==> src/design/tdpt_pkg.sv <==
// ----------------------------------------------------------------------------
// tdpt_pkg
// Shared types, constants and the microcode program of the trial-division
// primality tester.
// ----------------------------------------------------------------------------
package tdpt_pkg;

  // Default tested value width, candidate port width and first divisor
  localparam int unsigned VALUE_BITS_DEF = 16;
  localparam int unsigned CAND_BITS      = 16;
  localparam int unsigned FIRST_DIVISOR  = 2;

  // Jump conditions of a control word
  typedef enum logic [2:0] {
    COND_NEVER,
    COND_ALWAYS,
    COND_NO_IN,
    COND_LT2,
    COND_SQ_GT,
    COND_DIV_BUSY,
    COND_REM_ZERO,
    COND_OUT_BLOCKED
  } cond_e;

  // Microprogram counter and step addresses
  typedef logic [3:0] upc_t;

  localparam upc_t STEP_IDLE  = 4'd0;
  localparam upc_t STEP_SMALL = 4'd1;
  localparam upc_t STEP_SQ    = 4'd2;
  localparam upc_t STEP_CMP   = 4'd3;
  localparam upc_t STEP_DIV   = 4'd4;
  localparam upc_t STEP_WAIT  = 4'd5;
  localparam upc_t STEP_TEST  = 4'd6;
  localparam upc_t STEP_NEXT  = 4'd7;
  localparam upc_t STEP_FIN0  = 4'd8;
  localparam upc_t STEP_FIN1  = 4'd9;

  // One control word: datapath strobes plus a two-way branch
  typedef struct packed {
    logic  load_n;    // capture candidate (gated by the input beat)
    logic  init_d;    // divisor := 2
    logic  mul;       // square := divisor * divisor
    logic  div;       // launch remainder unit
    logic  inc_d;     // divisor += 1
    logic  fin;       // write result register
    logic  flag;      // prime flag written by fin
    cond_e cond;      // branch condition
    upc_t  jmp;       // target when cond holds
    upc_t  nxt;       // target otherwise
  } ucode_t;

  // Microcode ROM
  function automatic ucode_t ucode_rom(input upc_t pc);
    ucode_t w;
    w = '{load_n: 1'b0, init_d: 1'b0, mul: 1'b0, div: 1'b0, inc_d: 1'b0,
          fin: 1'b0, flag: 1'b0, cond: COND_ALWAYS, jmp: STEP_IDLE,
          nxt: STEP_IDLE};
    case (pc)
      STEP_IDLE: begin
        w.load_n = 1'b1; w.cond = COND_NO_IN; w.jmp = STEP_IDLE; w.nxt = STEP_SMALL;
      end
      STEP_SMALL: begin
        w.init_d = 1'b1; w.cond = COND_LT2; w.jmp = STEP_FIN0; w.nxt = STEP_SQ;
      end
      STEP_SQ: begin
        w.mul = 1'b1; w.cond = COND_NEVER; w.jmp = STEP_SQ; w.nxt = STEP_CMP;
      end
      STEP_CMP: begin
        w.cond = COND_SQ_GT; w.jmp = STEP_FIN1; w.nxt = STEP_DIV;
      end
      STEP_DIV: begin
        w.div = 1'b1; w.cond = COND_NEVER; w.jmp = STEP_DIV; w.nxt = STEP_WAIT;
      end
      STEP_WAIT: begin
        w.cond = COND_DIV_BUSY; w.jmp = STEP_WAIT; w.nxt = STEP_TEST;
      end
      STEP_TEST: begin
        w.cond = COND_REM_ZERO; w.jmp = STEP_FIN0; w.nxt = STEP_NEXT;
      end
      STEP_NEXT: begin
        w.inc_d = 1'b1; w.cond = COND_ALWAYS; w.jmp = STEP_SQ; w.nxt = STEP_SQ;
      end
      STEP_FIN0: begin
        w.fin = 1'b1; w.flag = 1'b0;
        w.cond = COND_OUT_BLOCKED; w.jmp = STEP_FIN0; w.nxt = STEP_IDLE;
      end
      STEP_FIN1: begin
        w.fin = 1'b1; w.flag = 1'b1;
        w.cond = COND_OUT_BLOCKED; w.jmp = STEP_FIN1; w.nxt = STEP_IDLE;
      end
      default: begin
        w.cond = COND_ALWAYS; w.jmp = STEP_IDLE; w.nxt = STEP_IDLE;
      end
    endcase
    return w;
  endfunction

endpackage

==> src/design/tdpt_div.sv <==
// ----------------------------------------------------------------------------
// tdpt_div
// Restoring remainder unit: one quotient bit per cycle.
// ----------------------------------------------------------------------------
module tdpt_div #(
  parameter int unsigned VALUE_BITS = 16
) (
  input  logic                  clk_i,
  input  logic                  rst_ni,
  input  logic                  start_i,
  input  logic [VALUE_BITS-1:0] dividend_i,
  input  logic [VALUE_BITS-1:0] divisor_i,   // held stable while busy
  output logic                  busy_o,
  output logic [VALUE_BITS-1:0] rem_o
);

  localparam int unsigned CntW = $clog2(VALUE_BITS + 1);

  logic                  busy_q, busy_d;
  logic [CntW-1:0]       cnt_q, cnt_d;
  logic [VALUE_BITS-1:0] sh_q, sh_d;
  logic [VALUE_BITS-1:0] rem_q, rem_d;
  logic [VALUE_BITS:0]   rem_sh;
  logic [VALUE_BITS:0]   rem_sub;

  // one shift-subtract step
  assign rem_sh  = {rem_q, sh_q[VALUE_BITS-1]};
  assign rem_sub = rem_sh - {1'b0, divisor_i};

  always_comb begin
    busy_d = busy_q;
    cnt_d  = cnt_q;
    sh_d   = sh_q;
    rem_d  = rem_q;
    if (start_i) begin
      busy_d = 1'b1;
      cnt_d  = CntW'(VALUE_BITS);
      sh_d   = dividend_i;
      rem_d  = '0;
    end else if (busy_q) begin
      sh_d  = {sh_q[VALUE_BITS-2:0], 1'b0};
      rem_d = rem_sub[VALUE_BITS] ? rem_sh[VALUE_BITS-1:0] : rem_sub[VALUE_BITS-1:0];
      cnt_d = cnt_q - CntW'(1);
      busy_d = (cnt_q != CntW'(1));
    end
  end

  always_ff @(posedge clk_i or negedge rst_ni) begin
    if (!rst_ni) begin
      busy_q <= 1'b0;
      cnt_q  <= '0;
    end else begin
      busy_q <= busy_d;
      cnt_q  <= cnt_d;
    end
  end

  always_ff @(posedge clk_i) begin
    sh_q  <= sh_d;
    rem_q <= rem_d;
  end

  assign busy_o = busy_q;
  assign rem_o  = rem_q;

endmodule

==> src/design/trial_division_prime_test_top.sv <==
// Candidates below two finish without a division, and so do two and three;
// otherwise one division is run per divisor tried, k = divisors tried (at most floor(sqrt(n)) - 1).
// One item is in work at a time; the next beat is taken in the cycle after
// the result is written, even while it waits at the output. The shared
// bit-serial remainder unit sets the rate.
// Reset clears the microprogram counter, the remainder unit and output valid.
// ----------------------------------------------------------------------------
// trial_division_prime_test_top
// Trial-division primality tester driven by a small microcoded sequencer.
// ----------------------------------------------------------------------------
module trial_division_prime_test_top #(
  parameter int unsigned VALUE_BITS = tdpt_pkg::VALUE_BITS_DEF
) (
  input  logic                           clk_i,
  input  logic                           rst_ni,
  input  logic                           in_valid_i,
  output logic                           in_ready_o,
  input  logic [tdpt_pkg::CAND_BITS-1:0] candidate_i,
  output logic                           out_valid_o,
  input  logic                           out_ready_i,
  output logic [tdpt_pkg::CAND_BITS-1:0] tested_value_o,
  output logic                           is_prime_o
);

  import tdpt_pkg::*;

  localparam int unsigned W = VALUE_BITS;

  upc_t            pc_q, pc_d;
  ucode_t          uw;
  logic            cond_hit;
  logic [W-1:0]    n_q, n_d;
  logic [W-1:0]    d_q, d_d;
  logic [2*W-1:0]  sq_q;
  logic [31:0]     cand_ext;
  logic            div_busy;
  logic [W-1:0]    div_rem;
  logic            out_valid_q, out_valid_d;
  logic [W-1:0]    out_n_q;
  logic            out_flag_q;
  logic            out_blocked;
  logic            in_beat;
  logic            res_wr;
  logic [31:0]     out_ext;

  // control word fetch
  assign uw = ucode_rom(pc_q);

  assign in_ready_o  = (pc_q == STEP_IDLE);
  assign in_beat     = in_valid_i && in_ready_o;
  assign out_blocked = out_valid_q && !out_ready_i;
  assign res_wr      = uw.fin && !out_blocked;

  // branch condition select
  always_comb begin
    case (uw.cond)
      COND_NEVER:       cond_hit = 1'b0;
      COND_ALWAYS:      cond_hit = 1'b1;
      COND_NO_IN:       cond_hit = !in_valid_i;
      COND_LT2:         cond_hit = (n_q < W'(FIRST_DIVISOR));
      COND_SQ_GT:       cond_hit = (sq_q > (2*W)'(n_q));
      COND_DIV_BUSY:    cond_hit = div_busy;
      COND_REM_ZERO:    cond_hit = (div_rem == '0);
      COND_OUT_BLOCKED: cond_hit = out_blocked;
      default:          cond_hit = 1'b1;
    endcase
  end

  // sequencer and datapath next values
  assign cand_ext = 32'(candidate_i);

  always_comb begin
    pc_d = cond_hit ? uw.jmp : uw.nxt;
    n_d  = n_q;
    d_d  = d_q;
    if (uw.load_n && in_beat) n_d = cand_ext[W-1:0];
    if (uw.init_d)            d_d = W'(FIRST_DIVISOR);
    if (uw.inc_d)             d_d = d_q + W'(1);
  end

  always_ff @(posedge clk_i or negedge rst_ni) begin
    if (!rst_ni) begin
      pc_q <= STEP_IDLE;
    end else begin
      pc_q <= pc_d;
    end
  end

  always_ff @(posedge clk_i) begin
    n_q <= n_d;
    d_q <= d_d;
    if (uw.mul) sq_q <= d_q * d_q;
  end

  // shared remainder unit
  tdpt_div #(
    .VALUE_BITS(VALUE_BITS)
  ) u_div (
    .clk_i     (clk_i),
    .rst_ni    (rst_ni),
    .start_i   (uw.div),
    .dividend_i(n_q),
    .divisor_i (d_q),
    .busy_o    (div_busy),
    .rem_o     (div_rem)
  );

  // result register
  always_comb begin
    out_valid_d = out_valid_q;
    if (out_valid_q && out_ready_i) out_valid_d = 1'b0;
    if (res_wr)                     out_valid_d = 1'b1;
  end

  always_ff @(posedge clk_i or negedge rst_ni) begin
    if (!rst_ni) begin
      out_valid_q <= 1'b0;
    end else begin
      out_valid_q <= out_valid_d;
    end
  end

  always_ff @(posedge clk_i) begin
    if (res_wr) begin
      out_n_q    <= n_q;
      out_flag_q <= uw.flag;
    end
  end

  assign out_ext        = 32'(out_n_q);
  assign out_valid_o    = out_valid_q;
  assign tested_value_o = out_ext[CAND_BITS-1:0];
  assign is_prime_o     = out_flag_q;

`ifndef SYNTHESIS
  // accepted beat moves the sequencer into the small-value check
  a_beat_starts: assert property (@(posedge clk_i) disable iff (!rst_ni)
    in_beat |=> (pc_q == STEP_SMALL))
    else $error("sequencer did not start after input beat");

  // remainder unit is never relaunched while still running
  a_div_idle: assert property (@(posedge clk_i) disable iff (!rst_ni)
    uw.div |-> !div_busy)
    else $error("divider launched while busy");

  // a written result is presented on the next cycle
  a_res_shown: assert property (@(posedge clk_i) disable iff (!rst_ni)
    res_wr |=> out_valid_q)
    else $error("result write lost");

  // divisor is at least two whenever a square is compared
  a_div_min: assert property (@(posedge clk_i) disable iff (!rst_ni)
    (pc_q == STEP_CMP) |-> (d_q >= W'(FIRST_DIVISOR)))
    else $error("divisor below two");
`endif

endmodule

==> config.mk <==
export PLATFORM = sky130hd
export DESIGN_NAME = trial_division_prime_test_top
export DESIGN_NICKNAME = d
export VERILOG_FILES = /design/src/design/tdpt_pkg.sv /design/src/design/tdpt_div.sv /design/src/design/trial_division_prime_test_top.sv
export SDC_FILE = /design/constraint.sdc
export NUM_CORES = 1
export LEC_CHECK = 0
export ABC_AREA = 1
export BUFFER_PORTS_ARGS = -buffer_cell sky130_fd_sc_hd__buf_2
export CORE_MARGIN = 2
export CORE_UTILIZATION = 50
export CTS_CLUSTER_DIAMETER = 200
export CTS_CLUSTER_SIZE = 12
export DETAILED_ROUTE_END_ITERATION = 16
export GPL_TIMING_DRIVEN = 0
export HOLD_SLACK_MARGIN = 0.05
export PLACE_DENSITY = 0.7
export SLEW_MARGIN = 30
export SYNTH_ARGS = -nofsm -noshare
export SYNTH_HDL_FRONTEND = slang
export SYNTH_SLANG_ARGS = --single-unit
export TNS_END_PERCENT = 1
==> constraint.sdc <==
create_clock -name clk_i -period 13.8 [get_ports clk_i]
set_input_delay 2.76 -clock clk_i [delete_from_list [all_inputs] [get_ports clk_i]]
set_output_delay 2.76 -clock clk_i [all_outputs]
set_load 0.05 [all_outputs]
# [Yosys cells after proc, flatten, opt, wreduce, memory -nomap -nowiden]
# Index checks and enable logic that the tools add are counted.
[totals] regBits=124
[classes] addsub=3 mul=1 magnitude_cmp=2 eq_ne=17 muxes=20 reduce_logical=14
[ops] op="$pmux W11 S10" count=1
[ops] op="$mux W16" count=5
[ops] op="$gt A32 B16 Y1" count=1
[ops] op="$mul A16 B16 Y32" count=1
[ops] op="$sub A17 B16 Y17" count=1
[ops] op="$add A16 B1 Y16 const B" count=1
[ops] op="$eq A4 B3 Y1 const B" count=4
[ops] op="$logic_not A16 Y1" count=1
[ops] op="$lt A16 B2 Y1 const B" count=1
[ops] op="$eq A3 B3 Y1 const B" count=4
[ops] op="$mux W5" count=2
[ops] op="$mux W1" count=9
[ops] op="$eq A4 B2 Y1 const B" count=2
[ops] op="$eq A4 B4 Y1 const B" count=2
[ops] op="$pmux W1 S8" count=1
[ops] op="$eq A3 B2 Y1 const B" count=2
[ops] op="$reduce_bool A2 Y1" count=3
[ops] op="$logic_and A1 B1 Y1" count=5
[ops] op="$ne A5 B1 Y1 const B" count=1
[ops] op="$sub A5 B1 Y5 const B" count=1
[ops] op="$eq A4 B1 Y1 const B" count=1
[ops] op="$logic_not A4 Y1" count=1
[ops] op="$mux W4" count=1
[ops] op="$pmux W2 S2" count=1
[ops] op="3 further kinds" count=5

# [Logic depth before layout (Yosys ltp)]
# Gate-level depths: netlist of run 1.
[logic_depth] word_depth=5 depth_mapped=27

# [Cells and area by module]
# A second synthesis of run 1 with hierarchy kept.
[unflattened] hier_cells=1792 area_unflattened_um2=14328.7
[modules_own_cells] module="trial_division_prime_test_top" n_inst=1 cells_each=1346 area_each_um2=11493.5 seq_area_each_um2=2527.4
[modules_own_cells] module="tdpt_div" n_inst=1 cells_each=446 area_each_um2=2835.2 seq_area_each_um2=950.9

# [Worst setup path after synthesis of run 1]
# No wires, ideal clock.
[synth_path] path_type="register -> register" startpoint="reg d_q[13]" endpoint="reg sq_q[28], data pin" t_arrival_ps=5441 t_required_ps=13547 path_slack_ps=8107 path_stages_with_launch=21 period_less_slack_ps=5693 path_cell_list="edfxtp_1 > clkbuf_1 > buf_1 > nand2_1 > fa_1 > inv_1 > fa_1 > fa_1 > fa_1 > fa_1 > inv_1 > fa_1 > inv_1 > ha_1 > a21oi_1 > a21boi_0 > o21ai_0 > nand3_1 > nand3_1 > nand2_1 > nand2_1"
[synth_via] elab_chain_len=1
[synth_rtl] element="from (decl)" line_no="trial_division_prime_test_top.sv:33" source="logic [W-1:0] d_q, d_d;"
[synth_rtl] element="from (signal assigned)" line_no="trial_division_prime_test_top.sv:91" source="d_q <= d_d;"
[synth_rtl] element="$mul A16 B16 Y32" line_no="trial_division_prime_test_top.sv:92" source="if (uw.mul) sq_q <= d_q * d_q;"
[synth_rtl] element="to (signal assigned)" line_no="trial_division_prime_test_top.sv:92"
[synth_rtl] element="to (decl)" line_no="trial_division_prime_test_top.sv:34" source="logic [2*W-1:0] sq_q;"
# Every way passes these cells.
# A chain may end at the register's enable or synchronous reset.

# [Worst setup path in the final report of run 1]
# Ends and elaborated chain as after synthesis.

==> results.ini, run 1 <==
[clock_network]
cts_root_buf = clkbuf_16
clk_pin_slew_ns = 0.07
postCtsHoldBufs = 0
post_cts.repair.setup_buffers = 0
cts.sinks = 123
cts_max_level = 4
cts_buffers = 17
cts_buffer_depth = 2
cts_tree = built
ctsResizeCount = 0
clk_latency_ns = 0.44

[sta]
fin_crit_sh_pct = 49.2
max_slew_margin_pct = 45.1
grt_setup_unrepaired = false
max_freq_mhz = 147
tightest_slew_ns = 0.822
post-route-min-period_ns = 6.79
setup_tns_ns = 0
setup_violations = 0
clock_skew_ns = 0.0114
slew_violations = 0
hold_viol = 0

[place]
place_hpwl_um = 26200
portBuffers = 38
gp_congestion = 0.930

[finish]
drive_gt1_share_pct = 6.71
fill_cells = 2531
final_nets = 2080
area_growth_syn_to_layout_pct = 9.21
diodes = 0

[route]
antenna_left = 0
drtIter0Drc = 902
drc_errors = 0
routed_via_density = 5.10
wl_um = 31900
firstDrtPassIters = 6
vias = 11000
wire_per_inst_um = 14.8

[grt]
overflow = 0
grt_max_degree = 18
grt_pass1_wl_um = 53200
grt_pass1_vias = 11000
antenna_found_initial = 0
grt_usage_pct = 23.1

[floorplan]
start_util_pct = 50.7
die_y_um = 172
coreArea_um2 = 27700
ios = 39
die_x_um = 172
rows = 61
die_area_um2 = 29400

[yosys]
synth-warning-count = 0
postSynth.asyncResetShare_pct = 8.94
yosys.area.top_type_share_pct = 23.5
ys_ff_latch = 123
syn_area_um2 = 14000
ys_top_cells_by_area = fa_1, edfxtp_1, ha_1
syn_avg_cell_area_um2 = 8.27
syn_inst = 1698
synth_edf_count = 96
synth-main-ff-cell = edfxtp_1
syn_nets = 2018
ys_seq_area_share_pct = 24.8
synth_top_area_cell = fa_1
ys_types = 49

[critical_path]
crit_path_frequent_cell = fa_1
crit_path_top_delay_cell = fa_1
crit_fanout = 10
crit_chain = clkbuf_1 > buf_1 > nand2_1 > fa_1 > inv_1 > fa_1 > fa_1 > fa_1 > fa_1 > inv_1 > fa_1 > inv_1 > ha_1 > a21oi_1 > a21boi_0 > o21ai_0 > nand3_1 > nand3_1 > nand2_1 > nand2_1
cp-end-kind = register
arrival_ns = 6.99
cp.required_ns = 13.99
crit_type = reg2reg
critical_path.max_stage_delay_ns = 0.54
start_kind = register

[min_path]
hold_path.class = reg2reg

[outcome]
status = finished clean

[run]
cap_violations = 0

## sequential cells by signal, summed over array words and instances (netlist names)
signal          count
sq_q               31
u_div.busy_o        1
tested_value_o     16
d_q                16
u_div.cnt_q         5
pc_q                4
u_div.sh_q         16
n_q                16
out_valid_o         1
is_prime_o          1
u_div.rem_o        16
## area by class of cell
cell class	instances	area, um2	share of cell area [%]
multi-input combinational	1109	8780	57.3
sequential	123	3480	22.7
inverter	426	1600	10.4
tap	378	473	3.08
clock buffer	17	425	2.77
timing repair buffer	43	231	1.51
buffer	40	198	1.29
clock inverter	15	148	0.963
## Yosys cell counts, types with 3 or more instances
cell type / n
o21ai_0: 46
edfxtp_1: 96
xor2_1: 27
or2_2: 3
nor2_2: 6
ha_1: 135
a21oi_1: 68
o21a_1: 5
nand2_1: 402
dfrtp_1: 11
fa_1: 165
a31oi_1: 4
clkbuf_1: 24
dfxtp_1: 16
nand3b_1: 7
xnor2_1: 12
o21bai_1: 8
buf_2: 4
nor3_1: 19
nand4_1: 20
nand2_2: 10
inv_1: 423
buf_1: 5
nor2_1: 87
nand3_1: 60
nor2_4: 4
## path summary, 6_finish.rpt
kind                       cells past startpoint  startpoint  slack [ns]                 end
max in group asynchronous                      1      rst_ni       11.41         out_valid_o
min reg2reg                                    0     n_q[12]        0.45  tested_value_o[12]
min                                            0     n_q[12]        0.45  tested_value_o[12]
max reg2reg                                   20     d_q[13]        7.01            sq_q[28]
max                                           20     d_q[13]        7.01            sq_q[28]
min in group asynchronous                      1      rst_ni        2.19      u_div.cnt_q[2]
## layer usage
layer	part of all wire [%]	routed length, um	track usage (%)
met5	0	0	0
met4	2.4	775	7.41
met3	5.6	1780	2.90
met2	49	15700	39.7
met1	43	13600	30.4
## kinds of logic (layout without fill, tap and decap cells)
group,after synthesis,after routing,synth area share (%)
XOR/XNOR,39,39,2.43
buffers and inverters,466,541,12.8
AND/OR/NAND/NOR,630,630,19.0
flip-flops,123,123,24.8
AO/OA/AOI/OAI,140,140,5.44
adder cells (fa/ha/maj),300,300,35.6
## through the flow
step / worst slack (ns) / instances / hold WS [ns] / area, um2 / utilization, %
global placement: 7.12 / 2114 / 0.436 / 14700 / 53.1
finish: 7.01 / 2151 / 0.447 / 15300 / 55.3
detailed placement: 7.12 / 2119 / 0.435 / 14800 / 53.3
floorplan: 8.11 / 1698 / 0.426 / 14000 / -
CTS: 7.10 / 2151 / 0.445 / 15300 / 55.3
global route: 6.74 / 2151 / 0.467 / 15300 / 55.3
## worst max-delay path: cells and delay by family (launching register included)
| kind | cells | cell delay (ns) |
|---|---|---|
| AO/OA/AOI/OAI | 3 | 0.97 |
| buffers and inverters | 5 | 1.13 |
| adder cells (fa/ha/maj) | 7 | 3.48 |
| AND/OR/NAND/NOR | 5 | 0.58 |
| flip-flops | 1 | 0.37 |
## cell usage in the layout, fill, tap and decap left out, types with 6 or more instances in the layout
master / instances
nor2_1: 86
xnor2_1: 12
o21ai_0: 45
nand3b_1: 7
ha_1: 135
dfrtp_1: 11
dfxtp_1: 16
nor2_2: 7
nand3_1: 60
clkbuf_16: 17
a21oi_1: 68
fa_1: 165
nand2_2: 10
nand4_1: 20
buf_2: 42
nand2_1: 402
inv_1: 423
edfxtp_1: 96
buf_4: 6
xor2_1: 27
clkbuf_1: 24
nor3_1: 17
o21bai_1: 8
Power of run 1 is left out: the tool's default activity adds up to more than one toggle a clock period on the data nets, which glitch-free logic cannot reach.
==> inputs of run 2 (changes only) <==
==> constraint.sdc (replaced) <==
create_clock -name clk_i -period 6.85 [get_ports clk_i]
set_input_delay 1.37 -clock clk_i [delete_from_list [all_inputs] [get_ports clk_i]]
set_output_delay 1.37 -clock clk_i [all_outputs]
set_load 0.05 [all_outputs]
==> results.ini, run 2 (synthesis gave the netlist of run 1 again) <==
[sta]
hold_viol = 0
post-route-min-period_ns = 6.65
tightest_slew_ns = 0.823
clock_skew_ns = 0.0113
finalWorstSetupSlack_ns = 0.202
max_slew_margin_pct = 45.1
fin_crit_sh_pct = 97.1
setup_violations = 0
grt_setup_unrepaired = true
slew_violations = 0
max_freq_mhz = 150

[clock_network]
cts_buffers = 17
clk_latency_ns = 0.44
cts_root_buf = clkbuf_16
cts_buffer_depth = 2
cts.sinks = 123
clk_pin_slew_ns = 0.07
cts_tree = built
cts_max_level = 4

[place]
place_hpwl_um = 26200
placedInstanceArea_um2 = 14800
gp_congestion = 0.930
dpl_worst_slack_ns = 0.166
portBuffers = 38

[floorplan]
die_y_um = 172
coreArea_um2 = 27700
start_util_pct = 50.7
die_x_um = 172
ios = 39
die_area_um2 = 29400
rows = 61

[finish]
layout_common_cells = inv_1, nand2_1, fa_1
regMostFlops = sq_q
fill_cells = 2532
final_nets = 2080
largest_reg_flops = 31
area_growth_syn_to_layout_pct = 9.24
finish.instance_area_um2 = 15300
ff_latch_area_um2 = 3480
multi_input_area_um2 = 8780
diodes = 0
drive_gt1_share_pct = 6.88
final_common_cell = inv_1

[route]
antenna_left = 0
wl_um = 31900
wire_per_inst_um = 14.8
drtIter0Drc = 884
firstDrtPassIters = 5
drc_errors = 0
routed_via_density = 5.13
vias = 11000

[critical_path]
start_kind = register
cp-end-kind = register
crit_chain = clkbuf_1 > clkbuf_1 > nand2_1 > fa_1 > inv_1 > fa_1 > fa_1 > fa_1 > fa_1 > inv_1 > fa_1 > inv_1 > ha_1 > a21oi_1 > a21boi_0 > o21ai_0 > nand3_1 > nand3_1 > nand2_1 > nand2_1
arrival_ns = 6.84
cp.required_ns = 7.04
crit_path_top_delay_cell = fa_1
crit_path_frequent_cell = fa_1
crit_fanout = 10
critical_path.max_stage_delay_ns = 0.58
crit_type = reg2reg

[grt]
antenna_found_initial = 0
overflow = 0
grt_usage_pct = 23.1
grt_max_degree = 18
grt_pass1_vias = 11000
grt_pass1_wl_um = 53200

[run]
cap_violations = 0

[outcome]
status = finished clean

[min_path]
hold_path.class = reg2reg

[run 2: changes by cell type in the layout (fill, tap and decap cells not counted), sizes merged]
| cell | delta |
|---|---|
| buf | -3 |
| clkbuf | +3 |
[run 2: area by class of cell]
cell class,instances,share of cell area (%)
plain buffers,40,1.31
clock buffers,17,2.77
clock inverters,15,0.963
inverters,426,10.4
multi-input cells,1109,57.3
flip-flops and latches,123,22.7
well taps,378,3.08
repair buffers,43,1.51
[run 2: worst max-delay path, delay by kind of cell (launching register included)]
kind	cells	cell delay, ns
simple gates	5	0.53
fa+ha+maj	7	3.49
compound gates	3	0.99
flops	1	0.37
buf+inv	5	1.01
[run 2: routing by layer]
metal | vias to the layer above | GRT usage [%] | part of all wire (%)
li1 | 5314 | - | -
met1 | 5308 | 30.4 | 42
met2 | 359 | 39.7 | 50
met3 | 51 | 2.90 | 6.1
met4 | 0 | 7.41 | 2.4
met5 | - | 0 | 0
[run 2: per-stage QoR]
step,hold WS [ns],TNS (ns),utilization (%),instances
6_report,0.446,0,55.4,2151
5_1_grt,0.467,-0.0282,55.4,2151
4_1_cts,0.445,0,55.3,2151
3_5_place_dp,0.435,0,53.3,2119
3_3_place_gp,0.436,0,53.1,2114
2_1_floorplan,0.426,0,-,1698
[run 2: worst paths after layout]
check,slack [ns],cells past startpoint,startpoint,endpoint
worst max-delay path,0.20,20,d_q[8],sq_q[28]
worst min-delay path,0.45,0,n_q[12],tested_value_o[12]
worst max register to register,0.20,20,d_q[8],sq_q[28]
worst min register to register,0.45,0,n_q[12],tested_value_o[12]
max in group asynchronous,5.85,1,rst_ni,out_valid_o
min in group asynchronous,0.80,1,rst_ni,u_div.cnt_q[2]
[run 2: what timing repair did]
item	CTS	global route
gates resized for setup	0	3
hold buffers	0	0
setup buffers	0	0
endpoints found under the hold margin	0	0
setup endpoints to repair	0	5
Power of run 2 is left out for the same reason.
==> inputs of run 3 (changes only) <==
--- a/config.mk
+++ b/config.mk
@@ -7,7 +7,8 @@
 export LEC_CHECK = 0
 export ABC_AREA = 1
 export BUFFER_PORTS_ARGS = -buffer_cell sky130_fd_sc_hd__buf_2
-export CORE_MARGIN = 2
+export CORE_ASPECT_RATIO = 1.5
+export CORE_MARGIN = 3
 export CORE_UTILIZATION = 50
 export CTS_CLUSTER_DIAMETER = 200
 export CTS_CLUSTER_SIZE = 12
==> results.ini, run 3 (synthesis gave the netlist of run 1 again) <==
[outcome]
status = finished clean

[critical_path]
crit_fanout = 10
crit_type = reg2reg
cp.required_ns = 7.03
cp-end-kind = register
arrival_ns = 6.76
start_kind = register

[route]
routed_via_density = 5.23
firstDrtPassIters = 5
vias = 11100
antenna_left = 0
drc_errors = 0
drtIter0Drc = 725
wl_um = 33400
wire_per_inst_um = 15.8

[finish]
diodes = 0
drive_gt1_share_pct = 6.82
area_growth_syn_to_layout_pct = 8.87
layout_common_cells = inv_1, nand2_1, fa_1
largest_reg_flops = 31
final_nets = 2081
final_common_cell = inv_1
fin_util_pct = 55.8
regMostFlops = sq_q

[grt]
grt_usage_pct = 22.9
antenna_found_initial = 0
grt_pass1_vias = 11300
grt_pass1_wl_um = 54200
overflow = 0
grt_max_degree = 18

[sta]
max_slew_margin_pct = 37.6
clock_skew_ns = 0.0177
setup_violations = 0
max_freq_mhz = 152
post-route-min-period_ns = 6.58
slew_violations = 0
hold_viol = 0
setup_tns_ns = 0
grt_setup_unrepaired = true
tightest_slew_ns = 0.934
fin_crit_sh_pct = 96.0

[min_path]
hold_path.class = reg2reg

[clock_network]
clk_pin_slew_ns = 0.06
cts_tree = built
clk_latency_ns = 0.44
cts_root_buf = clkbuf_16
post_cts.repair.setup_buffers = 0
cts_max_level = 4
cts.sinks = 123
cts_buffers = 17
cts_buffer_depth = 2

[place]
place_hpwl_um = 27900
gp_congestion = 0.935
portBuffers = 38

[floorplan]
die_y_um = 211
coreArea_um2 = 27400
ios = 39
start_util_pct = 51.2
rows = 74
die_x_um = 143
die_area_um2 = 30200

[run]
cap_violations = 0

run 3: cell types whose count changed in the layout (fill, tap and decap cells not counted), sizes merged:
| cell | delta |
|---|---|
| inv | -8 |
| clkinv | +6 |
| bufinv | +2 |
| clkinvlp | -2 |
| clkbuf | +2 |
run 3: repair_timing:
item | CTS | global route
gates resized for setup | 0 | 6
endpoints found under the hold margin | 0 | 0
hold buffers | 0 | 0
endpoints found under the setup margin | 0 | 5
run 3: critical path: stages, from the launching register on:
cell and delay, ns:
edfxtp_1 0.32, clkbuf_1 0.39, clkbuf_1 0.48, nand2_1 0.15, fa_1 0.62, inv_1 0.06
fa_1 0.46, fa_1 0.52, fa_1 0.52, fa_1 0.54, inv_1 0.05, fa_1 0.52
inv_1 0.04, ha_1 0.35, a21oi_1 0.24, a21boi_0 0.45, o21ai_0 0.23, nand3_1 0.14
nand3_1 0.09, nand2_1 0.07, nand2_1 0.05
run 3: final timing paths:
path,startpoint,end,slack [ns],cells past startpoint
worst max register to register,d_q[12],sq_q[28],0.27,20
worst min-delay path,n_q[4],tested_value_o[4],0.45,0
worst max-delay path,d_q[12],sq_q[28],0.27,20
max in group asynchronous,rst_ni,pc_q[2],5.85,1
min in group asynchronous,rst_ni,pc_q[1],0.79,1
worst min register to register,n_q[4],tested_value_o[4],0.45,0
run 3: final cells by class:
class	count	area, um2
inverter	426	1600
clock buffer	18	429
buffer	40	204
tap	342	428
multi-input combinational	1109	8780
sequential	123	3480
fill	2522	12100
timing repair buffer	44	239
clock inverter	13	126
run 3: metal layers:
layer,track usage (%),routed length [um]
met5,0,0
met4,12.5,1820
met3,2.79,1360
met2,42.6,18200
met1,24.9,12000
run 3: through the flow:
step / cell area [um2] / cells / setup WS (ns) / hold WS, ns
floorplan: 14000 / 1698 / 1.16 / 0.426
global placement: 14700 / 2078 / 0.260 / 0.432
detailed placement: 14700 / 2084 / 0.257 / 0.434
CTS: 15300 / 2115 / 0.243 / 0.450
global route: 15300 / 2115 / -0.0299 / 0.468
finish: 15300 / 2115 / 0.271 / 0.446
Power of run 3 is left out for the same reason.
